==> config.mk <==
export PLATFORM = sky130hd
export DESIGN_NAME = rsvg_divider
export DESIGN_NICKNAME = d
export VERILOG_FILES = /design/src/hdl/rsvg_pkg.sv /design/src/hdl/rsvg_divider.sv
export SDC_FILE = /design/constraint.sdc
export NUM_CORES = 2
export LEC_CHECK = 0
export BUFFER_PORTS_ARGS = -buffer_cell sky130_fd_sc_hd__buf_4
export CAP_MARGIN = 20
export CORE_UTILIZATION = 64
export DETAILED_ROUTE_END_ITERATION = 7
export GPL_TIMING_DRIVEN = 0
export MAX_ROUTING_LAYER = met4
export PLACE_DENSITY = 0.8
export SYNTH_ARGS = -nofsm -noshare
export SYNTH_HDL_FRONTEND = slang
export SYNTH_SLANG_ARGS = --single-unit
==> constraint.sdc <==
create_clock -name clock -period 32.1 [get_ports clock]
set_input_delay 3.21 -clock clock [delete_from_list [all_inputs] [get_ports clock]]
set_output_delay 3.21 -clock clock [all_outputs]
set_load 0.02 [all_outputs]
==> src/hdl/rsvg_pkg.sv <==
// rsvg_pkg: shared types, constants and helpers for the ring segment vertex generator
// no dependencies
package rsvg_pkg;

   localparam int DIV_WIDTH   = 41;
   localparam int DIV_STEPS   = 8;
   localparam int DIV_REM_W   = 9;
   localparam int DIV_STATE_W = DIV_WIDTH + DIV_REM_W;
   localparam int TRIG_W      = 34;
   localparam int Z_W         = 33;
   localparam int PROD_W      = TRIG_W + 17;

   localparam logic signed [TRIG_W-1:0] CORDIC_K = 34'sh026DD3B6A;
   localparam int unsigned TOL_SCALE = 62832;
   localparam logic [15:0] ONE_Q15 = 16'h8000;

   localparam logic [31:0] ATAN_TABLE [24] = '{
      32'h20000000, 32'h12E4051E, 32'h09FB385B, 32'h051111D4, 32'h028B0D43, 32'h0145D7E1,
      32'h00A2F61E, 32'h00517C55, 32'h0028BE53, 32'h00145F2F, 32'h000A2F98, 32'h000517CC,
      32'h00028BE6, 32'h000145F3, 32'h0000A2FA, 32'h0000517D, 32'h000028BE, 32'h0000145F,
      32'h00000A30, 32'h00000518, 32'h0000028C, 32'h00000146, 32'h000000A3, 32'h00000051
   };

   typedef enum logic [2:0] {
      CSR_INNER_RADIUS  = 3'd0,
      CSR_OUTER_RADIUS  = 3'd1,
      CSR_START_ANGLE   = 3'd2,
      CSR_END_ANGLE     = 3'd3,
      CSR_SEGMENT_COUNT = 3'd4,
      CSR_FLIP_U        = 3'd5,
      CSR_FLIP_V        = 3'd6
   } rsvg_csr_type;

   typedef enum logic [1:0] {
      QUAD_0 = 2'd0,
      QUAD_1 = 2'd1,
      QUAD_2 = 2'd2,
      QUAD_3 = 2'd3
   } rsvg_quad_type;

   typedef struct packed {
      logic [7:0]  seg;
      logic        bad;
      logic [15:0] tex_u;
   } rsvg_tag_type;

   typedef struct packed {
      logic signed [15:0] out_x;
      logic signed [15:0] out_y;
      logic signed [15:0] in_x;
      logic signed [15:0] in_y;
      logic [15:0]        tex_u;
      logic [15:0]        tex_v_out;
      logic [15:0]        tex_v_in;
      logic [8:0]         c0;
      logic [8:0]         c1;
      logic [8:0]         c2;
      logic [8:0]         c3;
      logic               bad;
   } rsvg_pair_type;

   function automatic logic [DIV_STATE_W-1:0] div_step(input logic [DIV_STATE_W-1:0] st,
                                                       input logic [DIV_REM_W-1:0] dvs);
      logic [DIV_REM_W:0]   trial;
      logic [DIV_WIDTH-1:0] work;
      trial = {st[DIV_STATE_W-1:DIV_WIDTH], st[DIV_WIDTH-1]};
      work  = {st[DIV_WIDTH-2:0], 1'b0};
      if (trial >= {1'b0, dvs}) begin
         trial   = trial - {1'b0, dvs};
         work[0] = 1'b1;
      end
      return {trial[DIV_REM_W-1:0], work};
   endfunction

endpackage

==> src/hdl/rsvg_divider.sv <==
// rsvg_divider: pipelined restoring divider, two lanes sharing one divisor
// depends on rsvg_pkg
module rsvg_divider (
   input  logic                        clock,
   input  logic                        reset,
   input  logic                        en,
   input  logic                        in_valid,
   input  rsvg_pkg::rsvg_tag_type      in_tag,
   input  logic [rsvg_pkg::DIV_WIDTH-1:0] in_num_a,
   input  logic [rsvg_pkg::DIV_WIDTH-1:0] in_num_b,
   input  logic [8:0]                  divisor,
   output logic                        out_valid,
   output rsvg_pkg::rsvg_tag_type      out_tag,
   output logic [rsvg_pkg::DIV_WIDTH-1:0] out_quo_a,
   output logic [rsvg_pkg::DIV_WIDTH-1:0] out_quo_b
);
   import rsvg_pkg::*;

   localparam int NSTG = (DIV_WIDTH + DIV_STEPS - 1) / DIV_STEPS;

   logic [DIV_STATE_W-1:0] src_a [NSTG];
   logic [DIV_STATE_W-1:0] src_b [NSTG];
   logic                   src_v [NSTG];
   rsvg_tag_type           src_t [NSTG];
   logic [DIV_STATE_W-1:0] a_in  [NSTG];
   logic [DIV_STATE_W-1:0] b_in  [NSTG];
   logic [DIV_STATE_W-1:0] a_ff  [NSTG];
   logic [DIV_STATE_W-1:0] b_ff  [NSTG];
   logic                   v_ff  [NSTG];
   rsvg_tag_type           t_ff  [NSTG];

   assign src_a[0] = {{DIV_REM_W{1'b0}}, in_num_a};
   assign src_b[0] = {{DIV_REM_W{1'b0}}, in_num_b};
   assign src_v[0] = in_valid;
   assign src_t[0] = in_tag;

   for (genvar k = 1; k < NSTG; k++) begin : g_src
      assign src_a[k] = a_ff[k-1];
      assign src_b[k] = b_ff[k-1];
      assign src_v[k] = v_ff[k-1];
      assign src_t[k] = t_ff[k-1];
   end

   always_comb begin
      for (int k = 0; k < NSTG; k++) begin
         a_in[k] = src_a[k];
         b_in[k] = src_b[k];
         for (int j = 0; j < DIV_STEPS; j++) begin
            if (k * DIV_STEPS + j < DIV_WIDTH) begin
               a_in[k] = div_step(a_in[k], divisor);
               b_in[k] = div_step(b_in[k], divisor);
            end
         end
      end
   end

   always_ff @(posedge clock) begin
      for (int k = 0; k < NSTG; k++) begin
         if (reset) begin
            v_ff[k] <= 1'b0;
         end else if (en) begin
            v_ff[k] <= src_v[k];
         end
         if (en) begin
            a_ff[k] <= a_in[k];
            b_ff[k] <= b_in[k];
            t_ff[k] <= src_t[k];
         end
      end
   end

   assign out_valid = v_ff[NSTG-1];
   assign out_tag   = t_ff[NSTG-1];
   assign out_quo_a = a_ff[NSTG-1][DIV_WIDTH-1:0];
   assign out_quo_b = b_ff[NSTG-1][DIV_WIDTH-1:0];

endmodule

# After elaboration in Yosys (flattened, before gate mapping)
# Memory sizes are Yosys's and may differ from the RTL's.
# Cells that the tools add are included.
# op_classes
n_addsub	82
magnitude_cmp	82
mux	176
n_bitwise	6
# ops
operator	count
$ge 10x9->1	80
$mux 9	82
$sub 9x9->9	80
$mux 1	94
$ge 1x9->1	2
$sub 1x9->9	2
$or 1x1->1	6
# totals
reg_bits	0
ramBits	756
inputBits	120
out_inout_bits	108
elab_cells	350
memories	4
# memory_table
name	words	width	read_ports	rd_ports_with_merged_regs	wr	line_no	rtl
a_ff	6	50	6	0	6	rsvg_divider.sv:27	logic [DIV_STATE_W-1:0] a_ff [NSTG];
b_ff	6	50	6	0	6	rsvg_divider.sv:28	logic [DIV_STATE_W-1:0] b_ff [NSTG];
t_ff	6	25	6	0	6	rsvg_divider.sv:30	rsvg_tag_type t_ff [NSTG];
v_ff	6	1	6	0	6	rsvg_divider.sv:29	logic v_ff [NSTG];

# Logic depth before layout (Yosys ltp)
# An unclocked memory read counts as a cell.
# depth
depth_word	17
depth_mapped	90
mapped_depth_nobuf	85

# Worst setup path before layout
# No wires, ideal clock.
# synth_timing
path_type	input to register
startpoint	in divisor[1]
endpoint	mem b_ff[3][45] in the netlist's numbering (data pin)
setup_time_ns	0.261
arrival_ns	23.952
t_required_ns	31.839
slack_ns	7.887
path_stages	82
n_path_buf	7
cell_sequence	inv_1 -> ha_1 -> nand4_1 -> o31ai_1 -> a31oi_1 -> clkbuf_1 -> mux2_2 -> ha_1 -> a21o_1 -> a211o_1 -> a221oi_1 -> o31ai_1 -> buf_2 -> mux2_2 -> ha_1 -> a21oi_1 -> and3_1 -> o21bai_1 -> (+46 left out) -> buf_2 -> inv_1 -> buf_2 -> nand2_1 -> o21ai_0 -> fa_1 -> a21o_1 -> a21oi_1 -> nor2_1 -> nor2_1 -> nand2_1 -> o21ai_0 -> nand2b_1 -> or2_2 -> a211oi_1 -> a21o_1 -> inv_2 -> a221o_1
# synth_rtl
element	line_no	rtl
from (decl)	rsvg_divider.sv:11	input logic [8:0] divisor,
to (decl)	rsvg_divider.sv:28	

==> flow_metrics.py <==
metrics = {
    "status": {
        "status": "complete, no violations",
    },
    "yosys": {
        "synth-compound-area-share": 0.1642,
        "synth.avg_cell_area_um2": 10.50,
        "ys.flop_type": "edfxtp_1",
        "ys_top_cells_by_count": "edfxtp_1, ha_1, a21oi_1",
        "yosysMostFrequentCell": "edfxtp_1",
        "syn_inst": 5814,
        "syn_area_um2": 61030,
        "synth_cell_types": 114,
        "ys_warn_count": 0,
        "synth_top_area_cell": "edfxtp_1",
        "yosys.area_share.simple": 0.1115,
        "synth-xor-area-share": 0.06845,
        "yosys_register_bits": 738,
        "synth_edf_count": 738,
        "synth-seq-area-share": 0.3631,
        "synth_fa_ha_area_frac": 0.1740,
        "async_flop_share": 0,
        "synthMuxAreaShare": 0.08832,
        "synth_fp_nets": 6736,
        "synth_top_family_by_area": "adder cells",
        "synthTopCellsByArea": "edfxtp_1, ha_1, mux2_2, xnor2_1, a21oi_1",
        "synth_top_area_frac": 0.3631,
    },
    "sta": {
        "rsz0062_at_grt": "false",
        "drv_slew": 0,
        "fmax_mhz": 39.73,
        "tightest_slew_ps": 943.8,
        "finalSetupViolations": 0,
        "fin_skew_ps": 41.32,
        "post-route-min-period_ps": 25170,
        "relSlewSlack": 0.3670,
        "setup_tns_ps": 0,
        "hold_violations": 0,
        "fin_crit_sh": 0.7841,
    },
    "global_routing": {
        "grt_util_all_layers": 0.2907,
        "grt_pass1_wl_um": 225500,
        "grt_start_max_net_pins": 137,
        "antenna_found_initial": 0,
        "overflow": 0,
        "grtUsageMet2": 0.4791,
        "met1_usage": 0.3747,
        "grt_use_met3": 0.03432,
        "top_usage_layer": "met2",
        "grt_pass1_vias": 45310,
    },
    "hold_path": {
        "hold_path.class": "flop to flop",
    },
    "setup_path": {
        "path_class": "input port to flop",
        "cp_data_arrival_time_ps": 25580,
        "cp_slowest_cell": "a211oi_1",
        "end_kind": "flop",
        "cp_num_buf_inv": 15,
        "critPathRequiredTime_ps": 32510,
        "startpoint_type": "input port",
        "crit_family": "compound AO/OA/AOI/OAI gates",
        "crit_fanout": 50,
        "max_stage_delay_ps": 790,
    },
    "cells_and_area": {
        "syn_to_final_growth_pct": 10.51,
        "diodes": 0,
        "drive_gt1_frac": 0.1376,
        "layout.nets": 7059,
        "fin_util": 0.7184,
    },
    "routing": {
        "drt_pre_antenna_iters": 8,
        "dr_total_vias": 45960,
        "avgRoutedWirePerCell_um": 18.64,
        "via_per_inst": 6.168,
        "wl_um": 138900,
        "drt_iter0_markers": 3043,
        "drc": 0,
        "antenna_left": 0,
    },
    "cts": {
        "insertion_delay_ps": 680,
        "clk_pin_slew_ps": 70,
        "numCtsBuffers": 79,
        "clock-sinks": 738,
        "cts_resized": 0,
        "cts_tree": "done",
        "root_buffer": "clkbuf_16",
        "cts_setup_buffers": 0,
        "htreeDepth": 3,
        "cts_hold_buffers": 0,
        "clock_path_buffers": 3,
    },
    "placed_design": {
        "io_buffers": 227,
        "post-dp-hpwl_um": 100200,
        "gp_congestion": 0.9193,
    },
    "die": {
        "start_util": 0.6500,
        "num_rows": 112,
        "dieArea_um2": 96600,
        "die_h_um": 310.8,
        "coreArea_um2": 93890,
        "boundaryPins": 228,
        "die_x_um": 310.8,
    },
    "job": {
        "drv_cap": 0,
    },
}
kinds of logic (layout without fill, tap and decap cells):
group / Yosys count / after routing
DFF: 738 / 738
muxes: 480 / 480
adders and majority gates: 802 / 802
and+or+nand+nor: 1360 / 1360
buffers and inverters: 474 / 858
AOI/OAI and AO/OA: 1483 / 1483
xor gates and xnor gates: 477 / 477
path summary, 6_finish.rpt:
path          startpoint     endpoint  slack [ps]  cells past startpoint
min reg2reg   a_ff[4][3]   a_ff[5][4]         390                      0
min           a_ff[4][3]   a_ff[5][4]         390                      0
max           divisor[1]  b_ff[3][45]        6930                     83
max reg2reg  b_ff[2][40]  b_ff[3][45]       10170                     84
layout by cell type (no fill, tap or decap), drive strengths merged, types with 21 or more instances in the layout:
| cell | n |
|---|---|
| edfxtp | 738 |
| ha | 724 |
| inv | 432 |
| a21oi | 414 |
| nor2 | 350 |
| mux2 | 324 |
| nand2 | 312 |
| o21ai | 303 |
| xnor2 | 296 |
| buf | 269 |
| a21o | 241 |
| xor2 | 181 |
| mux2i | 156 |
| nand4 | 129 |
| nor2b | 127 |
| clkbuf | 114 |
| nor3 | 86 |
| fa | 78 |
| nand2b | 75 |
| nand3 | 74 |
| o21bai | 68 |
| a211oi | 65 |
| a31oi | 44 |
| o21a | 40 |
| and2 | 33 |
| or2 | 33 |
| o221ai | 31 |
| o211ai | 31 |
| or3 | 29 |
| and3 | 28 |
| a21boi | 28 |
| clkinv | 28 |
| nor4 | 27 |
| o31ai | 26 |
| a221oi | 22 |
| a211o | 21 |
per-layer routing:
metal,vias up,part of all wire
met2,1232,0.48
met1,21860,0.44
met4,0,0.028
li1,22580,-
met5,-,0
met3,292,0.051
metrics by stage:
stage	hold WS, ps	setup slack [ps]	instances	instance area (um2)
after floorplan	400.3	7887	5814	61030
after global placement	400.1	1880	7295	64310
after detailed placement	404.5	6603	7310	64770
after CTS	396.4	7182	7452	67450
after global routing	405.2	5216	7452	67450
final	387.7	6930	7452	67450
worst register-to-register path: cells and delay by family (launching register included):
| family | cells | cell delay, ps |
|---|---|---|
| AOI/OAI and AO/OA | 37 | 10170 |
| adders and majority gates | 9 | 3130 |
| buffers and inverters | 15 | 2910 |
| DFF | 1 | 390 |
| muxes | 5 | 1820 |
| and+or+nand+nor | 18 | 3260 |
flip-flops by register name (all words and copies together) (netlist names):
name,count
v_ff,6
b_ff,291
t_ff,150
a_ff,291
area by class of cell:
class / instances / area, um2
Tap cell: 1254 / 1569
Multi-Input combinational cell: 4602 / 37020
Clock buffer: 93 / 2051
Buffer: 48 / 244.0
Sequential cell: 738 / 22160
Timing Repair Buffer: 242 / 2128
Inverter: 426 / 1649
Fill cell: 6905 / 26440
Clock inverter: 49 / 626.9
Power is left out: the tool's default activity adds up to more than one toggle a clock period on the data nets, which glitch-free logic cannot reach.
