<file path="src/hdl/rsvg_pkg.sv">
// rsvg_pkg: shared types, constants and helpers for the ring segment vertex generator
// no dependencies
package rsvg_pkg;

   localparam int DIV_WIDTH   = 41;
   localparam int DIV_STEPS   = 8;
   localparam int DIV_REM_W   = 9;
   localparam int DIV_STATE_W = DIV_WIDTH + DIV_REM_W;
   localparam int TRIG_W      = 34;
   localparam int Z_W         = 33;
   localparam int PROD_W      = TRIG_W + 17;

   localparam logic signed [TRIG_W-1:0] CORDIC_K = 34'sh026DD3B6A;
   localparam int unsigned TOL_SCALE = 62832;
   localparam logic [15:0] ONE_Q15 = 16'h8000;

   localparam logic [31:0] ATAN_TABLE [24] = '{
      32'h20000000, 32'h12E4051E, 32'h09FB385B, 32'h051111D4, 32'h028B0D43, 32'h0145D7E1,
      32'h00A2F61E, 32'h00517C55, 32'h0028BE53, 32'h00145F2F, 32'h000A2F98, 32'h000517CC,
      32'h00028BE6, 32'h000145F3, 32'h0000A2FA, 32'h0000517D, 32'h000028BE, 32'h0000145F,
      32'h00000A30, 32'h00000518, 32'h0000028C, 32'h00000146, 32'h000000A3, 32'h00000051
   };

   typedef enum logic [2:0] {
      CSR_INNER_RADIUS  = 3'd0,
      CSR_OUTER_RADIUS  = 3'd1,
      CSR_START_ANGLE   = 3'd2,
      CSR_END_ANGLE     = 3'd3,
      CSR_SEGMENT_COUNT = 3'd4,
      CSR_FLIP_U        = 3'd5,
      CSR_FLIP_V        = 3'd6
   } rsvg_csr_type;

   typedef enum logic [1:0] {
      QUAD_0 = 2'd0,
      QUAD_1 = 2'd1,
      QUAD_2 = 2'd2,
      QUAD_3 = 2'd3
   } rsvg_quad_type;

   typedef struct packed {
      logic [7:0]  seg;
      logic        bad;
      logic [15:0] tex_u;
   } rsvg_tag_type;

   typedef struct packed {
      logic signed [15:0] out_x;
      logic signed [15:0] out_y;
      logic signed [15:0] in_x;
      logic signed [15:0] in_y;
      logic [15:0]        tex_u;
      logic [15:0]        tex_v_out;
      logic [15:0]        tex_v_in;
      logic [8:0]         c0;
      logic [8:0]         c1;
      logic [8:0]         c2;
      logic [8:0]         c3;
      logic               bad;
   } rsvg_pair_type;

   function automatic logic [DIV_STATE_W-1:0] div_step(input logic [DIV_STATE_W-1:0] st,
                                                       input logic [DIV_REM_W-1:0] dvs);
      logic [DIV_REM_W:0]   trial;
      logic [DIV_WIDTH-1:0] work;
      trial = {st[DIV_STATE_W-1:DIV_WIDTH], st[DIV_WIDTH-1]};
      work  = {st[DIV_WIDTH-2:0], 1'b0};
      if (trial >= {1'b0, dvs}) begin
         trial   = trial - {1'b0, dvs};
         work[0] = 1'b1;
      end
      return {trial[DIV_REM_W-1:0], work};
   endfunction

endpackage

</file>
<file path="src/hdl/rsvg_cordic.sv">
// rsvg_cordic: pipelined rotation-mode cordic with quadrant folding
// depends on rsvg_pkg
module rsvg_cordic #(
   parameter int STAGES = 16
) (
   input  logic                           clock,
   input  logic                           reset,
   input  logic                           en,
   input  logic                           in_valid,
   input  rsvg_pkg::rsvg_tag_type         in_tag,
   input  logic [31:0]                    in_phase,
   output logic                           out_valid,
   output rsvg_pkg::rsvg_tag_type         out_tag,
   output logic signed [rsvg_pkg::TRIG_W-1:0] out_cos,
   output logic signed [rsvg_pkg::TRIG_W-1:0] out_sin
);
   import rsvg_pkg::*;

   localparam int PER  = 2;
   localparam int NSTG = (STAGES + PER - 1) / PER;

   logic signed [TRIG_W-1:0] src_x [NSTG];
   logic signed [TRIG_W-1:0] src_y [NSTG];
   logic signed [Z_W-1:0]    src_z [NSTG];
   rsvg_quad_type            src_q [NSTG];
   logic                     src_v [NSTG];
   rsvg_tag_type             src_t [NSTG];
   logic signed [TRIG_W-1:0] x_in  [NSTG];
   logic signed [TRIG_W-1:0] y_in  [NSTG];
   logic signed [Z_W-1:0]    z_in  [NSTG];
   logic signed [TRIG_W-1:0] x_ff  [NSTG];
   logic signed [TRIG_W-1:0] y_ff  [NSTG];
   logic signed [Z_W-1:0]    z_ff  [NSTG];
   rsvg_quad_type            q_ff  [NSTG];
   logic                     v_ff  [NSTG];
   rsvg_tag_type             t_ff  [NSTG];
   logic signed [TRIG_W-1:0] cos_in, sin_in, cos_ff, sin_ff;
   logic                     fv_ff;
   rsvg_tag_type             ft_ff;

   assign src_x[0] = CORDIC_K;
   assign src_y[0] = '0;
   assign src_z[0] = $signed({3'b000, in_phase[29:0]});
   assign src_q[0] = rsvg_quad_type'(in_phase[31:30]);
   assign src_v[0] = in_valid;
   assign src_t[0] = in_tag;

   for (genvar k = 1; k < NSTG; k++) begin : g_src
      assign src_x[k] = x_ff[k-1];
      assign src_y[k] = y_ff[k-1];
      assign src_z[k] = z_ff[k-1];
      assign src_q[k] = q_ff[k-1];
      assign src_v[k] = v_ff[k-1];
      assign src_t[k] = t_ff[k-1];
   end

   always_comb begin
      logic signed [TRIG_W-1:0] dx, dy;
      logic signed [Z_W-1:0]    at;
      for (int k = 0; k < NSTG; k++) begin
         x_in[k] = src_x[k];
         y_in[k] = src_y[k];
         z_in[k] = src_z[k];
         for (int j = 0; j < PER; j++) begin
            if (k * PER + j < STAGES) begin
               dx = y_in[k] >>> (k * PER + j);
               dy = x_in[k] >>> (k * PER + j);
               at = $signed({1'b0, ATAN_TABLE[k * PER + j]});
               if (!z_in[k][Z_W-1]) begin
                  x_in[k] = x_in[k] - dx;
                  y_in[k] = y_in[k] + dy;
                  z_in[k] = z_in[k] - at;
               end else begin
                  x_in[k] = x_in[k] + dx;
                  y_in[k] = y_in[k] - dy;
                  z_in[k] = z_in[k] + at;
               end
            end
         end
      end
   end

   always_comb begin
      case (q_ff[NSTG-1])
         QUAD_0: begin
            cos_in = x_ff[NSTG-1];
            sin_in = y_ff[NSTG-1];
         end
         QUAD_1: begin
            cos_in = -y_ff[NSTG-1];
            sin_in = x_ff[NSTG-1];
         end
         QUAD_2: begin
            cos_in = -x_ff[NSTG-1];
            sin_in = -y_ff[NSTG-1];
         end
         default: begin
            cos_in = y_ff[NSTG-1];
            sin_in = -x_ff[NSTG-1];
         end
      endcase
   end

   always_ff @(posedge clock) begin
      for (int k = 0; k < NSTG; k++) begin
         if (reset) begin
            v_ff[k] <= 1'b0;
         end else if (en) begin
            v_ff[k] <= src_v[k];
         end
         if (en) begin
            x_ff[k] <= x_in[k];
            y_ff[k] <= y_in[k];
            z_ff[k] <= z_in[k];
            q_ff[k] <= src_q[k];
            t_ff[k] <= src_t[k];
         end
      end
      if (reset) begin
         fv_ff <= 1'b0;
      end else if (en) begin
         fv_ff <= v_ff[NSTG-1];
      end
      if (en) begin
         cos_ff <= cos_in;
         sin_ff <= sin_in;
         ft_ff  <= t_ff[NSTG-1];
      end
   end

   assign out_valid = fv_ff;
   assign out_tag   = ft_ff;
   assign out_cos   = cos_ff;
   assign out_sin   = sin_ff;

endmodule

</file>
<file path="config.mk">
export PLATFORM = sky130hd
export DESIGN_NAME = rsvg_cordic
export DESIGN_NICKNAME = d
export VERILOG_FILES = /design/src/hdl/rsvg_pkg.sv /design/src/hdl/rsvg_cordic.sv
export SDC_FILE = /design/constraint.sdc
export NUM_CORES = 2
export LEC_CHECK = 0
export BUFFER_PORTS_ARGS = -buffer_cell sky130_fd_sc_hd__buf_2
export CAP_MARGIN = 25
export CORE_ASPECT_RATIO = 0.75
export CORE_MARGIN = 4
export CORE_UTILIZATION = 30
export DETAILED_ROUTE_END_ITERATION = 8
export PLACE_DENSITY = 0.47
export SYNTH_ARGS = -nofsm -noshare
export SYNTH_HDL_FRONTEND = slang
export SYNTH_SLANG_ARGS = --single-unit
</file>
<file path="constraint.sdc">
create_clock -name clock -period 12.5 [get_ports clock]
set_input_delay 1.25 -clock clock [delete_from_list [all_inputs] [get_ports clock]]
set_output_delay 1.25 -clock clock [all_outputs]
set_load 0.01 [all_outputs]
</file>
[Yosys cells after proc, flatten, opt, wreduce, memory -nomap -nowiden]
Memories as Yosys holds them, arrays and structs flattened. A register that Yosys moved wholly into a read port is not among the register bits.
Index checks and enable logic that the tools add are counted.
Cells by class
  $add $sub $neg: 89
  equal/unequal tests: 2
  multiplexer cells: 61
  bitwise logic cells: 8
  reductions and logical operators: 1
Operator list (count)
  $mux W34: 28
  $mux W33: 15
  $pmux W34 S3: 2
  $add A34 B19 Y34: 2
  $add A34 B20 Y34: 2
  $add A34 B21 Y34: 2
  $add A34 B22 Y34: 2
  $add A34 B23 Y34: 2
  $add A34 B24 Y34: 2
  $add A34 B25 Y34: 2
  $add A34 B26 Y34: 2
  $add A34 B27 Y34: 2
  $add A34 B28 Y34: 2
  $add A34 B29 Y34: 2
  $add A34 B30 Y34: 2
  $add A34 B31 Y34: 2
  $add A34 B32 Y34: 2
  $neg A34 Y34: 2
  $sub A34 B19 Y34: 2
  $sub A34 B20 Y34: 2
  $sub A34 B21 Y34: 2
  $sub A34 B22 Y34: 2
  $sub A34 B23 Y34: 2
  $sub A34 B24 Y34: 2
  45 further kinds: 74
Word-level totals
  bits in registers: 68
  RAM bits: 1032
  input port bits: 61
  word-level logic and storage cells: 169
  memories kept: 6
Memory list
  x_ff: words 8, bits a word 34, read ports 8, clocked after memory_dff 0, wr ports 8, RTL line rsvg_cordic.sv:31  | logic signed [TRIG_W-1:0] x_ff [NSTG];
  y_ff: words 8, bits a word 34, read ports 8, clocked after memory_dff 0, wr ports 8, RTL line rsvg_cordic.sv:32  | logic signed [TRIG_W-1:0] y_ff [NSTG];
  z_ff: words 8, bits a word 33, read ports 7, clocked after memory_dff 0, wr ports 8, RTL line rsvg_cordic.sv:33  | logic signed [Z_W-1:0] z_ff [NSTG];
  t_ff: words 8, bits a word 25, read ports 8, clocked after memory_dff 1, wr ports 8, RTL line rsvg_cordic.sv:36  | rsvg_tag_type t_ff [NSTG];
  q_ff: words 8, bits a word 2, read ports 8, clocked after memory_dff 0, wr ports 8, RTL line rsvg_cordic.sv:34  | rsvg_quad_type q_ff [NSTG];
  v_ff: words 8, bits a word 1, read ports 8, clocked after memory_dff 1, wr ports 8, RTL line rsvg_cordic.sv:35  | logic v_ff [NSTG];

[Depth between registers and ports, before layout]
An unclocked memory read counts as a cell.
  depth in word-level cells: 5
  gate-level depth with buffers: 38

[Least setup slack after synthesis]
No wires, ideal clock.
  path type: reg2reg
  start point: memory z_ff[0][31]
  end point: memory x_ff[1][31], in the netlist x_ff[0][65], data pin
  arrival: 8.530 ns
  setup slack: 3.712 ns
  cell stages (with the launch flop): 36
  path buffers: 5
  cells stage by stage: edfxtp_1 -> clkbuf_1 -> inv_1 -> clkbuf_1 -> buf_1 -> ha_1 -> nor2b_1 -> o31ai_1 -> a211oi_1 -> nor4b_1 -> o21ba_2 -> o211a_1 -> o31ai_1 -> a41oi_1 -> a21oi_1 -> a21o_1 -> a21o_1 -> buf_2 -> buf_1 -> a21oi_1 -> ha_1 -> inv_1 -> fa_1 -> nor2b_1 -> o2111ai_1 -> a41oi_1 -> a21oi_1 -> o21ai_0 -> nand4_1 -> a31o_2 -> a21oi_1 -> o21ai_0 -> nor2b_1 -> or4_1 -> a31oi_1 -> xnor2_1
RTL lines (RTL line)
  start, declared: rsvg_cordic.sv:33
  end, declared: rsvg_cordic.sv:31

==> run summary <==
The final-layout fill cell count was 37886; the share of final-layout standard cells stronger than drive strength 1 was 5.07%. Counting flops with a built-in enable in the synthesized netlist gives 1024. In the routed design, unresolved DRC markers number 0. After synthesis the netlist holds a flip-flop and latch count of 1025. Number of pins with negative max-slew slack in the final report: 0.

The detailed router's first-iteration violation count is 8396, and the synthesized cell area is 110000 sq um. The critical path endpoint category was a flop. The clock passes through at most 3 buffers. Leaving out fill and tap cells, the most frequent cell in the layout is ha_1. After clock tree synthesis, the clock-pin slew on the worst setup and hold paths is 0.07 ns. The run gives 92083 as the via count. Count of yosys warnings during synthesis: 0. Setup total negative slack on the finished layout was measured at 0 ns. The first detailed-routing pass took 8 iterations.

For the worst-skew pair, the clock arrives at the later sink with an insertion delay of 0.79 ns. Each instance of the synthesized netlist takes up on average 8.81 sq um. Highest clock rate: 0.108 GHz. The critical path starts at x_ff[0][76]. Setup violations remaining at the end of the flow were counted as 0. The total of buffers placed on input and output ports works out to 154. Detailed placement ended at an HPWL of 279000 um. From synthesis to final layout, the design area changed by 9.46%. On the critical path the largest part of the delay comes from simple AND/OR/NAND/NOR gates. Summed over all layers, the routed wires come to 341000 um. Subtracting the final worst setup slack from the clock period gives 9.28 ns. After detailed routing, the average wire length per cell comes to 19.5 um. The number of nets with antenna violations after routing is 0, and the path depth of the worst reg2reg path is 30.

The area of the core was 363000 sq um. The flop-to-flop setup slack came out at 3.22 ns. For the final count of hold timing violations, the log shows 0. The critical path crosses 30 cells after its start point.

The top cell types in the final layout, fill and taps aside, are 1324 x ha_1, 1275 x a21oi_1, 1218 x xnor2_1, 1155 x nor2_1, 1024 x edfxtp_1. The tools report the global-route wire length before repair as 524000 um. After the last flow step, the layout net total stands at 14003.

Synthesis produced 12447 cells. The largest single stage delay on the critical path is 0.95 ns. In this run the core area contains 191 standard-cell rows.

The startpoint identified for the worst register-to-register timing path is x_ff[0][76]. 155 I/O pins were placed. The number of gates resized after CTS was 0. The tools report the root buffer cell as clkbuf_16. Setup repair after global routing left no endpoint under its margin. For this run, the leading register cell type out of synthesis is edfxtp_1.

By startpoint and endpoint, the worst setup path is classified as flop to flop. For the largest net degree at the start of global routing, the log shows 150. The overall routing resource usage is 17.5%, and the post-route fraction of the period consumed by the critical path is 74.3%. The tools report the required time at the endpoint of the critical path as 12.99 ns.

Max-cap violations in this run came to 0. The via count of the first global-routing pass is 84238, and the maximum net fanout on the critical path is 5. Along the worst hold path, the cell count comes to 0. For the final weighted congestion of routability-driven global placement, the log shows 0.890. TritonCTS built the clock tree. The slew of the pin with the lowest slew margin was 1.13 ns. The detail-routed via count per cell came out at 5.26.

The endpoint identified for the worst register-to-register timing path is x_ff[0][135]. Measured against its own limit, the worst slew margin works out to 23.3%. Clock tree synthesis inserted a total of 112 buffers. Following the worst setup path forward leads to its endpoint at x_ff[0][135]. The share of the Yosys chip area taken by registers is 28.1%. The number of clock sinks was 1025; the vertical extent of the die was 532 um. For this configuration, the core starts out at a cell density of 30.2%.

For the number of antenna violations at the first check in global routing, the log shows 9. The buffers plus inverters on the worst setup path works out to 0. When the netlist entered floorplanning its net count stood at 13869. Excluding fillers, the count of instances in the completed layout stands at 17505. Summed over all layers, the global routing overflow is 0. The run finished with clean final reports. The min-delay analysis places its worst path in the category flop to flop. The clock skew came out at 0.0768 ns. Number of buffers inserted by hold repair at cts: 0. The die span in x works out to 706 um.

The slowest stage of the critical path is the nor4bb_1 cell. The number of cells in the design after placement is 17290, and the level count of the clock H-tree is 3. At the worst endpoint, the arrival time is 9.78 ns. Once the clock tree was built, the setup fixing pass inserted 0 buffers. Of all flip-flops after synthesis, the portion carrying an async set or reset was 0%. The floorplan step defined a die boundary enclosing 375000 sq um. The worst setup path is launched from a flop. Yosys mapped the design onto 119 distinct sky130hd cell types.
kinds of logic after synthesis:
kind of cell | Yosys count | share of synthesized area [%]
xor gates and xnor gates | 1767 | 14.2
and+or+nand+nor | 3525 | 15.6
DFF | 1025 | 28.1
AOI/OAI and AO/OA | 3865 | 22.5
adders and majority gates | 1361 | 15.8
muxes | 95 | 1.12
buffers and inverters | 809 | 2.82
worst min-delay path by stage:
stage,from,endpoint
5_1_grt,q_ff[0][5],q_ff[0][7]
2_1_floorplan,t_ff[7][0],out_tag[0]
6_report,q_ff[0][5],q_ff[0][7]
3_3_place_gp,t_ff[3][1],t_ff[4][1]
3_5_place_dp,t_ff[7][13],out_tag[13]
4_1_cts,q_ff[0][5],q_ff[0][7]
state kept, by name, summed over array words and instances, names as in the netlist:
register	cells
z_ff	229
out_cos	34
out_valid	1
t_ff	200
q_ff	16
out_sin	34
y_ff	240
out_tag	25
x_ff	238
v_ff	8
layer usage:
| layer | GRT usage [%] | vias up | part of all wire (%) |
|---|---|---|---|
| met1 | 28.2 | 43321 | 54 |
| met3 | 2.16 | 216 | 5.3 |
| met5 | 0 | - | 0.0035 |
| met4 | 2.40 | 2 | 1.4 |
| met2 | 24.8 | 2149 | 40 |
| li1 | - | 46395 | - |
cell type report:
type | instances | area, sq um | area share [%]
Multi-Input combinational cell | 10613 | 75800 | 63.2
Sequential cell | 1025 | 30800 | 25.6
Tap cell | 4825 | 6040 | 5.03
Clock buffer | 129 | 2950 | 2.46
Inverter | 588 | 2210 | 1.84
Timing Repair Buffer | 241 | 1460 | 1.22
Clock inverter | 79 | 744 | 0.620
Antenna cell | 5 | 12.5 | 0.0104
stage by stage:
step | hold WS [ns] | cell area (sq um) | setup WS, ns | utilization (%)
floorplan | 0.400 | 110000 | 3.71 | -
global placement | 0.400 | 116000 | 3.46 | 32.1
detailed placement | 0.405 | 116000 | 3.36 | 32.1
CTS | 0.397 | 120000 | 3.26 | 33.1
global route | 0.399 | 120000 | 2.40 | 33.1
finish | 0.397 | 120000 | 3.22 | 33.1
cells in the mapped netlist (101+ instances only):
master | n | area (sq um)
clkbuf_1 | 184 | 691
ha_1 | 1324 | 16600
or3_1 | 112 | 701
o21ai_0 | 732 | 3660
o21a_1 | 216 | 1620
a21oi_1 | 1275 | 6380
nor3_1 | 332 | 1660
inv_1 | 582 | 2180
o21bai_1 | 134 | 1010
nand2b_1 | 191 | 1190
nor2_1 | 1155 | 4340
o31ai_1 | 101 | 758
and3_1 | 124 | 776
nor2b_1 | 182 | 1140
xor2_1 | 544 | 4760
nand3_1 | 201 | 1010
a31oi_1 | 173 | 1080
edfxtp_1 | 1024 | 30700
xnor2_1 | 1219 | 10700
nand2_1 | 749 | 2810
a21o_1 | 497 | 3730
Power is left out: the tool's default activity adds up to more than one toggle a clock period on the data nets, which glitch-free logic cannot reach.
